**src/rtl/sft_pkg.sv**
```systemverilog
// Package for the sorted fact table: default sizes, stream field widths
// and request codes used by the table core.
// Depends on nothing.
`default_nettype none

package sft_pkg;

    // Default table sizes.
    localparam int unsigned DefCapacity  = 64;
    localparam int unsigned DefKeyBits   = 16;
    localparam int unsigned DefValueBits = 16;

    // Fixed widths of the stream fields.
    localparam int unsigned ReqTypeW    = 2;
    localparam int unsigned VarIdW      = 16;
    localparam int unsigned NewValueW   = 16;
    localparam int unsigned ReadValueW  = 16;
    localparam int unsigned EntryCountW = 7;

    // Packed stream widths (data filled up to whole bytes).
    localparam int unsigned InDataW  = 32;
    localparam int unsigned InUserW  = 2;
    localparam int unsigned OutDataW = 24;
    localparam int unsigned OutUserW = 2;

    // Request codes.
    typedef enum logic [ReqTypeW-1:0] {
        REQ_SET   = 2'd0,
        REQ_GET   = 2'd1,
        REQ_CLEAR = 2'd2,
        REQ_NONE  = 2'd3
    } t_req;

endpackage

`default_nettype wire

```
**src/rtl/sorted_fact_table_core.sv**
```systemverilog
// Sorted fact table core: a sorted (variable, value) map with set, get and clear.
// Depends on sft_pkg and sft_ram.
//
//  Channel   Direction  Ports                  Contents
//  s_axis    in         tvalid/tready/tdata/   request: tuser = req_type,
//                       tuser                  tdata = var_id, new_value
//  m_axis    out        tvalid/tready/tdata/   result: tdata = read_value,
//                       tuser                  entry_count; tuser = found, overflow
//
// One request is handled at a time. A get or set walks the key store from
// entry 0, one entry at a time (memory read, then compare), until it
// reaches the sorted position. An insert then moves each larger entry up
// one slot (memory read, then write) before the new entry is written.
// Clear and the unused code go straight to the result. The result is
// held in an output register until taken; the request side is ready again
// once the result has left. Reset empties the table at once.
`default_nettype none

module sorted_fact_table_core #(
    parameter int unsigned CAPACITY   = sft_pkg::DefCapacity,
    parameter int unsigned KEY_BITS   = sft_pkg::DefKeyBits,
    parameter int unsigned VALUE_BITS = sft_pkg::DefValueBits
) (
    input  wire logic                         i_clk,
    input  wire logic                         i_rst_n,
    // Request stream.
    input  wire logic                         i_s_axis_tvalid,
    output logic                              o_s_axis_tready,
    input  wire logic [sft_pkg::InDataW-1:0]  i_s_axis_tdata,  // [15:0] var_id, [31:16] new_value
    input  wire logic [sft_pkg::InUserW-1:0]  i_s_axis_tuser,  // [1:0] req_type
    // Result stream.
    output logic                              o_m_axis_tvalid,
    input  wire logic                         i_m_axis_tready,
    output logic      [sft_pkg::OutDataW-1:0] o_m_axis_tdata,  // [15:0] read_value,
                                                               // [22:16] entry_count, [23] zero
    output logic      [sft_pkg::OutUserW-1:0] o_m_axis_tuser   // [0] found, [1] overflow
);

    localparam int unsigned AW = $clog2(CAPACITY);
    localparam int unsigned CW = $clog2(CAPACITY + 1);

    typedef enum logic [6:0] {
        ST_IDLE  = 7'b0000001,
        ST_RD    = 7'b0000010,
        ST_CMP   = 7'b0000100,
        ST_SH_RD = 7'b0001000,
        ST_SH_WR = 7'b0010000,
        ST_INS   = 7'b0100000,
        ST_RESP  = 7'b1000000
    } t_state;

    t_state                r_state, n_state;
    sft_pkg::t_req         r_req,   n_req;
    logic [KEY_BITS-1:0]   r_key,   n_key;
    logic [VALUE_BITS-1:0] r_val,   n_val;
    logic [CW-1:0]         r_count, n_count;
    logic [CW-1:0]         r_idx,   n_idx;
    logic [CW-1:0]         r_sh,    n_sh;
    logic                  r_found, n_found;
    logic                  r_ovf,   n_ovf;
    logic [VALUE_BITS-1:0] r_rdval, n_rdval;

    // Storage ports.
    logic [AW-1:0]         w_rd_addr;
    logic [AW-1:0]         w_wr_addr;
    logic                  w_key_we;
    logic                  w_val_we;
    logic [KEY_BITS-1:0]   w_key_wdata;
    logic [VALUE_BITS-1:0] w_val_wdata;
    logic [KEY_BITS-1:0]   w_key_rd;
    logic [VALUE_BITS-1:0] w_val_rd;

    // Stream fields brought to and from the parameter widths.
    logic [KEY_BITS+sft_pkg::VarIdW-1:0]     w_key_ext;
    logic [VALUE_BITS+sft_pkg::NewValueW-1:0] w_val_ext;
    logic [sft_pkg::ReadValueW+VALUE_BITS-1:0] w_rd_ext;
    logic [sft_pkg::EntryCountW+CW-1:0]       w_cnt_ext;
    logic [CW-1:0]                            w_sh_m1;

    assign w_key_ext = {{KEY_BITS{1'b0}}, i_s_axis_tdata[15:0]};
    assign w_val_ext = {{VALUE_BITS{1'b0}}, i_s_axis_tdata[31:16]};
    assign w_rd_ext  = {{sft_pkg::ReadValueW{1'b0}}, r_rdval};
    assign w_cnt_ext = {{sft_pkg::EntryCountW{1'b0}}, r_count};
    assign w_sh_m1   = r_sh - CW'(1);

    sft_ram #(
        .WIDTH (KEY_BITS),
        .DEPTH (CAPACITY)
    ) u_key_ram (
        .i_clk     (i_clk),
        .i_wr_en   (w_key_we),
        .i_wr_addr (w_wr_addr),
        .i_wr_data (w_key_wdata),
        .i_rd_addr (w_rd_addr),
        .o_rd_data (w_key_rd)
    );

    sft_ram #(
        .WIDTH (VALUE_BITS),
        .DEPTH (CAPACITY)
    ) u_val_ram (
        .i_clk     (i_clk),
        .i_wr_en   (w_val_we),
        .i_wr_addr (w_wr_addr),
        .i_wr_data (w_val_wdata),
        .i_rd_addr (w_rd_addr),
        .o_rd_data (w_val_rd)
    );

    // Sequencer: scan for the sorted position, then read, update, or shift and insert; clear empties the count.
    always_comb begin
        logic decide;
        logic hit;

        n_state     = r_state;
        n_req       = r_req;
        n_key       = r_key;
        n_val       = r_val;
        n_count     = r_count;
        n_idx       = r_idx;
        n_sh        = r_sh;
        n_found     = r_found;
        n_ovf       = r_ovf;
        n_rdval     = r_rdval;
        w_rd_addr   = r_idx[AW-1:0];
        w_wr_addr   = r_idx[AW-1:0];
        w_key_we    = 1'b0;
        w_val_we    = 1'b0;
        w_key_wdata = r_key;
        w_val_wdata = r_val;
        decide      = 1'b0;
        hit         = 1'b0;

        case (r_state)
            ST_IDLE: begin
                if (i_s_axis_tvalid) begin
                    n_req   = sft_pkg::t_req'(i_s_axis_tuser);
                    n_key   = w_key_ext[KEY_BITS-1:0];
                    n_val   = w_val_ext[VALUE_BITS-1:0];
                    n_idx   = '0;
                    n_found = 1'b0;
                    n_ovf   = 1'b0;
                    n_rdval = '0;
                    case (sft_pkg::t_req'(i_s_axis_tuser))
                        sft_pkg::REQ_SET,
                        sft_pkg::REQ_GET: n_state = ST_RD;
                        sft_pkg::REQ_CLEAR: begin
                            n_count = '0;
                            n_state = ST_RESP;
                        end
                        default: n_state = ST_RESP;
                    endcase
                end
            end
            ST_RD: begin
                // Past the last stored entry: the position is the end of the table.
                if (r_idx >= r_count) begin
                    decide = 1'b1;
                end else begin
                    n_state = ST_CMP;
                end
            end
            ST_CMP: begin
                if (w_key_rd < r_key) begin
                    n_idx   = r_idx + CW'(1);
                    n_state = ST_RD;
                end else begin
                    decide = 1'b1;
                    hit    = (w_key_rd == r_key);
                end
            end
            ST_SH_RD: begin
                w_rd_addr = w_sh_m1[AW-1:0];
                n_state   = ST_SH_WR;
            end
            ST_SH_WR: begin
                // Move the entry below up by one slot.
                w_wr_addr   = r_sh[AW-1:0];
                w_key_we    = 1'b1;
                w_val_we    = 1'b1;
                w_key_wdata = w_key_rd;
                w_val_wdata = w_val_rd;
                n_sh        = w_sh_m1;
                n_state     = (w_sh_m1 > r_idx) ? ST_SH_RD : ST_INS;
            end
            ST_INS: begin
                w_key_we = 1'b1;
                w_val_we = 1'b1;
                n_count  = r_count + CW'(1);
                n_state  = ST_RESP;
            end
            ST_RESP: begin
                if (i_m_axis_tready) begin
                    n_state = ST_IDLE;
                end
            end
            default: n_state = ST_IDLE;
        endcase

        // Act on the position found by the scan.
        if (decide) begin
            n_state = ST_RESP;
            if (r_req == sft_pkg::REQ_SET) begin
                if (hit) begin
                    n_found  = 1'b1;
                    w_val_we = 1'b1;
                end else if (r_count >= CW'(CAPACITY)) begin
                    n_ovf = 1'b1;
                end else begin
                    n_sh    = r_count;
                    n_state = (r_count > r_idx) ? ST_SH_RD : ST_INS;
                end
            end else if (hit) begin
                n_found = 1'b1;
                n_rdval = w_val_rd;
            end
        end
    end

    // State, entry count and result flags are reset; the request, pointers and read value are not.
    always_ff @(posedge i_clk) begin
        if (!i_rst_n) begin
            r_state <= ST_IDLE;
            r_count <= '0;
            r_found <= 1'b0;
            r_ovf   <= 1'b0;
        end else begin
            r_state <= n_state;
            r_count <= n_count;
            r_found <= n_found;
            r_ovf   <= n_ovf;
        end
    end

    always_ff @(posedge i_clk) begin
        r_req   <= n_req;
        r_key   <= n_key;
        r_val   <= n_val;
        r_idx   <= n_idx;
        r_sh    <= n_sh;
        r_rdval <= n_rdval;
    end

    // Stream outputs.
    assign o_s_axis_tready = (r_state == ST_IDLE);
    assign o_m_axis_tvalid = (r_state == ST_RESP);
    assign o_m_axis_tdata  = {1'b0, w_cnt_ext[sft_pkg::EntryCountW-1:0],
                              w_rd_ext[sft_pkg::ReadValueW-1:0]};
    assign o_m_axis_tuser  = {r_ovf, r_found};

`ifndef ASSERT_OFF
    // The entry count never passes the capacity.
    a_count_bound: assert property (@(posedge i_clk) disable iff (!i_rst_n)
        r_count <= CW'(CAPACITY))
        else $error("entry count above capacity");

    // A dropped insert is only reported with a full table.
    a_ovf_full: assert property (@(posedge i_clk) disable iff (!i_rst_n)
        (o_m_axis_tvalid && r_ovf) |-> (r_count == CW'(CAPACITY)))
        else $error("overflow reported with room left");

    // A result never reports both a hit and a dropped insert.
    a_found_ovf: assert property (@(posedge i_clk) disable iff (!i_rst_n)
        !(r_found && r_ovf))
        else $error("found and overflow both set");

    // The shift pointer stays above the insert position while moving entries.
    a_shift_pos: assert property (@(posedge i_clk) disable iff (!i_rst_n)
        (r_state == ST_SH_RD || r_state == ST_SH_WR) |-> (r_sh > r_idx))
        else $error("shift pointer at or below insert position");

    // An insert adds exactly one entry by the next cycle.
    a_ins_count: assert property (@(posedge i_clk) disable iff (!i_rst_n)
        (r_state == ST_INS) |=> (r_count == $past(r_count) + CW'(1)))
        else $error("insert did not add one entry");
`endif

endmodule

`default_nettype wire

```
**src/rtl/sft_ram.sv**
```systemverilog
// Generic single-port-write, single-port-read RAM with a registered read.
// Used for the key and value stores of the sorted fact table; no dependencies.
`default_nettype none

module sft_ram #(
    parameter int unsigned WIDTH = 16,
    parameter int unsigned DEPTH = 64
) (
    input  wire logic                     i_clk,
    input  wire logic                     i_wr_en,
    input  wire logic [$clog2(DEPTH)-1:0] i_wr_addr,
    input  wire logic [WIDTH-1:0]         i_wr_data,
    input  wire logic [$clog2(DEPTH)-1:0] i_rd_addr,
    output logic      [WIDTH-1:0]         o_rd_data
);

    logic [WIDTH-1:0] r_mem [DEPTH];

    // Write port and registered read port.
    always_ff @(posedge i_clk) begin
        if (i_wr_en) begin
            r_mem[i_wr_addr] <= i_wr_data;
        end
        o_rd_data <= r_mem[i_rd_addr];
    end

endmodule

`default_nettype wire
```
**config.mk**
```make
export PLATFORM = sky130hd
export DESIGN_NAME = sorted_fact_table_core
export DESIGN_NICKNAME = d
export VERILOG_FILES = /design/src/rtl/sft_pkg.sv /design/src/rtl/sorted_fact_table_core.sv /design/src/rtl/sft_ram.sv
export SDC_FILE = /design/constraint.sdc
export NUM_CORES = 2
export LEC_CHECK = 0
export BUFFER_PORTS_ARGS = -buffer_cell sky130_fd_sc_hd__clkbuf_2
export CAP_MARGIN = 20
export CORE_ASPECT_RATIO = 1.75
export CORE_MARGIN = 8
export CORE_UTILIZATION = 45
export CTS_BUF_LIST = sky130_fd_sc_hd__clkbuf_8
export DETAILED_ROUTE_END_ITERATION = 16
export RECOVER_POWER = 25
export SYNTH_ARGS = -nofsm -noshare
export SYNTH_HDL_FRONTEND = slang
export SYNTH_SLANG_ARGS = --single-unit
```
**constraint.sdc**
```tcl
create_clock -name i_clk -period 5.6 [get_ports i_clk]
set_input_delay 0.28 -clock i_clk [delete_from_list [all_inputs] [get_ports i_clk]]
set_output_delay 0.28 -clock i_clk [all_outputs]
set_load 0.01 [all_outputs]
```
==> impl_metrics.yaml <==
status:
  status: "finished with violations"
  violations: "max-capacitance violations, max-slew violations"
pwr:
  p_leak_nw: 31.05
  ir_drop_mv: 0.2065
  power.density_nw_per_um2: 362.3
  total_power_mw: 34.23
timing:
  fin_crit_sh: 0.9149
  hold_viol: 0
  min_period_ps: 5124
  clock.fmax_mhz: 195.2
  rsz0062_at_grt: "no"
  clock_skew_ps: 57.34
  slew_violations: 887
  setup_violations: 0
  slew_headroom: -0.6549
  tightest_slew_ps: 2456
  setup_tns_ps: 0
logic_synthesis:
  synth_cell_type_count: 63
  yosysWarnings: 0
  synth_area_per_cell_um2: 15.59
  ys_ff_latch: 2160
  netlist_instances: 5384
  seq_area_frac_synth: 0.7643
  synth_flop_cell: "edfxtp_1"
  async_flop_share: 0
  synth.net_count: 5456
  netlist_area_um2: 83930
  synth_edf_count: 2089
setup_path:
  slowest_delay_ps: 1410
  cp_common_cell: "clkbuf_1"
  crit_buf_inv: 2
  worstPathCellList: "or3_1 -> nor3_1 -> and3b_4 -> o21ai_0 -> nand2_1 -> clkbuf_1 -> nor2_1 -> clkbuf_1"
  crit_path_max_fanout: 35
  cp.arrival_ps: 5550
  critPathLaunchType: "register"
  cpMaxStageDelayCell: "clkbuf_1"
  worstSetupEndpointType: "register"
  path_delay_family: "buffers and inverters"
  crit_type: "register to register"
  cp.required_ps: 6020
routing:
  dr.pass1.iters: 8
  drc: 0
  drtAntennaViolNets: 0
  via_per_inst: 5.754
  vias: 48766
  drt_iter0_drc: 4563
  drt-total-wl_um: 241600
  avgRoutedWirePerCell_um: 28.51
global_route:
  overflow: 0
  grt_antenna_before_repair: 15
  grt_pass1_wl_um: 345300
  grt_max_degree: 113
  track_usage: 0.2352
  first_global_vias: 49485
finish:
  final_nets: 5842
  ff_latch_area_um2: 64150
  final_core_util: 0.5095
  postLayoutCellArea_um2: 94470
  n_fill_cell: 15421
  layout.cells.non_filler: 8475
  synthToLayoutAreaGrowth_pct: 12.55
  multi_input_area_um2: 18410
  drive_gt1_frac: 0.1644
clock_network:
  numCtsBuffers: 305
  cts_buffer_depth: 4
  clkTransAtPathRegs_ps: 70
  holdBufCountCts: 37
  ctsResizeCount: 0
  post_cts_buffers: 0
  cts_root_buffer: "clkbuf_8"
  cts_sinks: 2160
  insertion_delay_ps: 930
  htree_levels: 5
  cts_tree: "done"
placement:
  place_hpwl_um: 149000
  place_area_um2: 88710
  finalWeightedCongestion: 0.8744
  place_inst: 7849
  io_buffers: 64
run:
  cap_violations: 18
worst_hold_path:
  hold_class: "input port to register"
floorplanning:
  pin_count: 66
  floorplan.initialDensity: 0.4527
  coreArea_um2: 185400
  dieArea_um2: 201100
  rows: 209
  die_y_um: 587.3
  die_w_um: 342.5
power breakdown:
| group | internal (mW) | switching, mW |
|---|---|---|
| Clock | 5.55 | 5.94 |
| Sequential | 18.3 | 0.218 |
| Combinational | 1.20 | 3.06 |
| Total | 25.0 | 9.23 |
cell families after synthesis:
logic type               after synthesis  synth area share
XOR/XNOR                              22          0.002296
other                                  1        0.00004468
flip-flops                          2160            0.7643
adder cells (fa/ha/maj)               34          0.005068
AND/OR/NAND/NOR                     2195            0.1116
AO/OA/AOI/OAI                        356           0.02688
buffers and inverters                353           0.02024
multiplexers                         263           0.06959
sequential cells by signal (all words and copies together) (netlist names):
register             flops
r_idx                    7
r_sh                     7
r_key                   16
r_state                  7
u_val_ram.o_rd_data     16
r_rdval                 16
r_found                  1
r_count                  7
u_key_ram.r_mem       1024
r_ovf                    1
u_val_ram.r_mem       1024
r_req                    2
r_val                   16
u_key_ram.o_rd_data     16
placed cells by master, fill, tap and decap left out, types with 125 or more instances in the layout:
master / synthesis / final
buf_4: 31 / 225
a31oi_1: 257 / 250
edfxtp_1: 2089 / 2089
nor2_1: 155 / 155
nand2_1: 1422 / 1416
mux4_2: 256 / 256
nand4_1: 133 / 133
nand3_1: 401 / 401
inv_1: 35 / 125
clkbuf_8: 0 / 323
per-stage QoR:
stage                     setup slack [ps]  hold slack, ps
after floorplan                      740.7           378.9
after global placement               697.4           445.1
after detailed placement             877.1           451.2
after CTS                            828.1           3.369
after global routing                 476.3           41.85
final                                476.5           83.77
final timing paths:
check / slack, ps / to / cells past startpoint / startpoint
worst max-delay path: 480 / u_key_ram.r_mem[44][3]$_DFFE_PP_ / 8 / r_state[6]$_SDFFE_PN0P_
worst min-delay path: 80 / r_key[0]$_DFFE_PP_ / 2 / i_s_axis_tdata[0]
worst max register to register: 480 / u_key_ram.r_mem[44][3]$_DFFE_PP_ / 8 / r_state[6]$_SDFFE_PN0P_
worst min register to register: 460 / r_rdval[11]$_DFF_P_ / 2 / r_rdval[11]$_DFF_P_
worst reg2reg max path, stage by stage (launching register included):
cell      delay [ps]
dfxtp_1          340
or3_1            460
nor3_1           230
and3b_4          690
o21ai_0          350
nand2_1          380
clkbuf_1        1410
nor2_1           130
clkbuf_1         610
per-layer routing:
metal / global-route usage / vias to the layer above / wire, um
li1: - / 21248 / -
met1: 0.2570 / 25105 / 82810
met2: 0.4193 / 1901 / 126700
met3: 0.03635 / 512 / 14060
met4: 0.1579 / 0 / 18050
met5: 0 / - / 0
cell usage after synthesis, drive strengths merged, types with 2 or more instances:
| cell | n | area share |
|---|---|---|
| a21boi | 2 | 0.00018 |
| a21o | 8 | 0.00072 |
| a21oi | 8 | 0.00057 |
| a221oi | 2 | 0.00021 |
| a31o | 2 | 0.00021 |
| a31oi | 257 | 0.019 |
| a32oi | 3 | 0.00031 |
| a41o | 2 | 0.00024 |
| and2 | 4 | 0.00030 |
| and3 | 8 | 0.00060 |
| and4 | 3 | 0.00031 |
| buf | 219 | 0.014 |
| clkbuf | 98 | 0.0044 |
| dfxtp | 71 | 0.017 |
| edfxtp | 2089 | 0.75 |
| ha | 34 | 0.0051 |
| inv | 35 | 0.0016 |
| mux2 | 4 | 0.00054 |
| mux2i | 3 | 0.00036 |
| mux4 | 256 | 0.069 |
| nand2 | 1422 | 0.064 |
| nand2b | 3 | 0.00022 |
| nand3 | 401 | 0.024 |
| nand3b | 3 | 0.00027 |
| nand4 | 133 | 0.0099 |
| nor2 | 156 | 0.0070 |
| nor2b | 9 | 0.00067 |
| nor3 | 8 | 0.00066 |
| nor3b | 2 | 0.00018 |
| nor4bb | 2 | 0.00024 |
| o21a | 3 | 0.00027 |
| o21ai | 48 | 0.0029 |
| o22ai | 3 | 0.00022 |
| o31ai | 10 | 0.0011 |
| o32a | 2 | 0.00024 |
| or2 | 2 | 0.00015 |
| or3 | 2 | 0.00015 |
| or4 | 33 | 0.0030 |
| xnor2 | 15 | 0.0016 |
| xor2 | 7 | 0.00073 |
cell type report:
| class | count | area share |
|---|---|---|
| repair buffers | 396 | 0.03295 |
| clock inverters | 211 | 0.01110 |
| clock buffers | 323 | 0.04706 |
| well taps | 2426 | 0.03213 |
| flip-flops and latches | 2160 | 0.6791 |
| diodes | 52 | 0.001377 |
| inverters | 36 | 0.001430 |
| multi-input cells | 2871 | 0.1949 |
No activity file was read; power rests on OpenSTA's default activity.
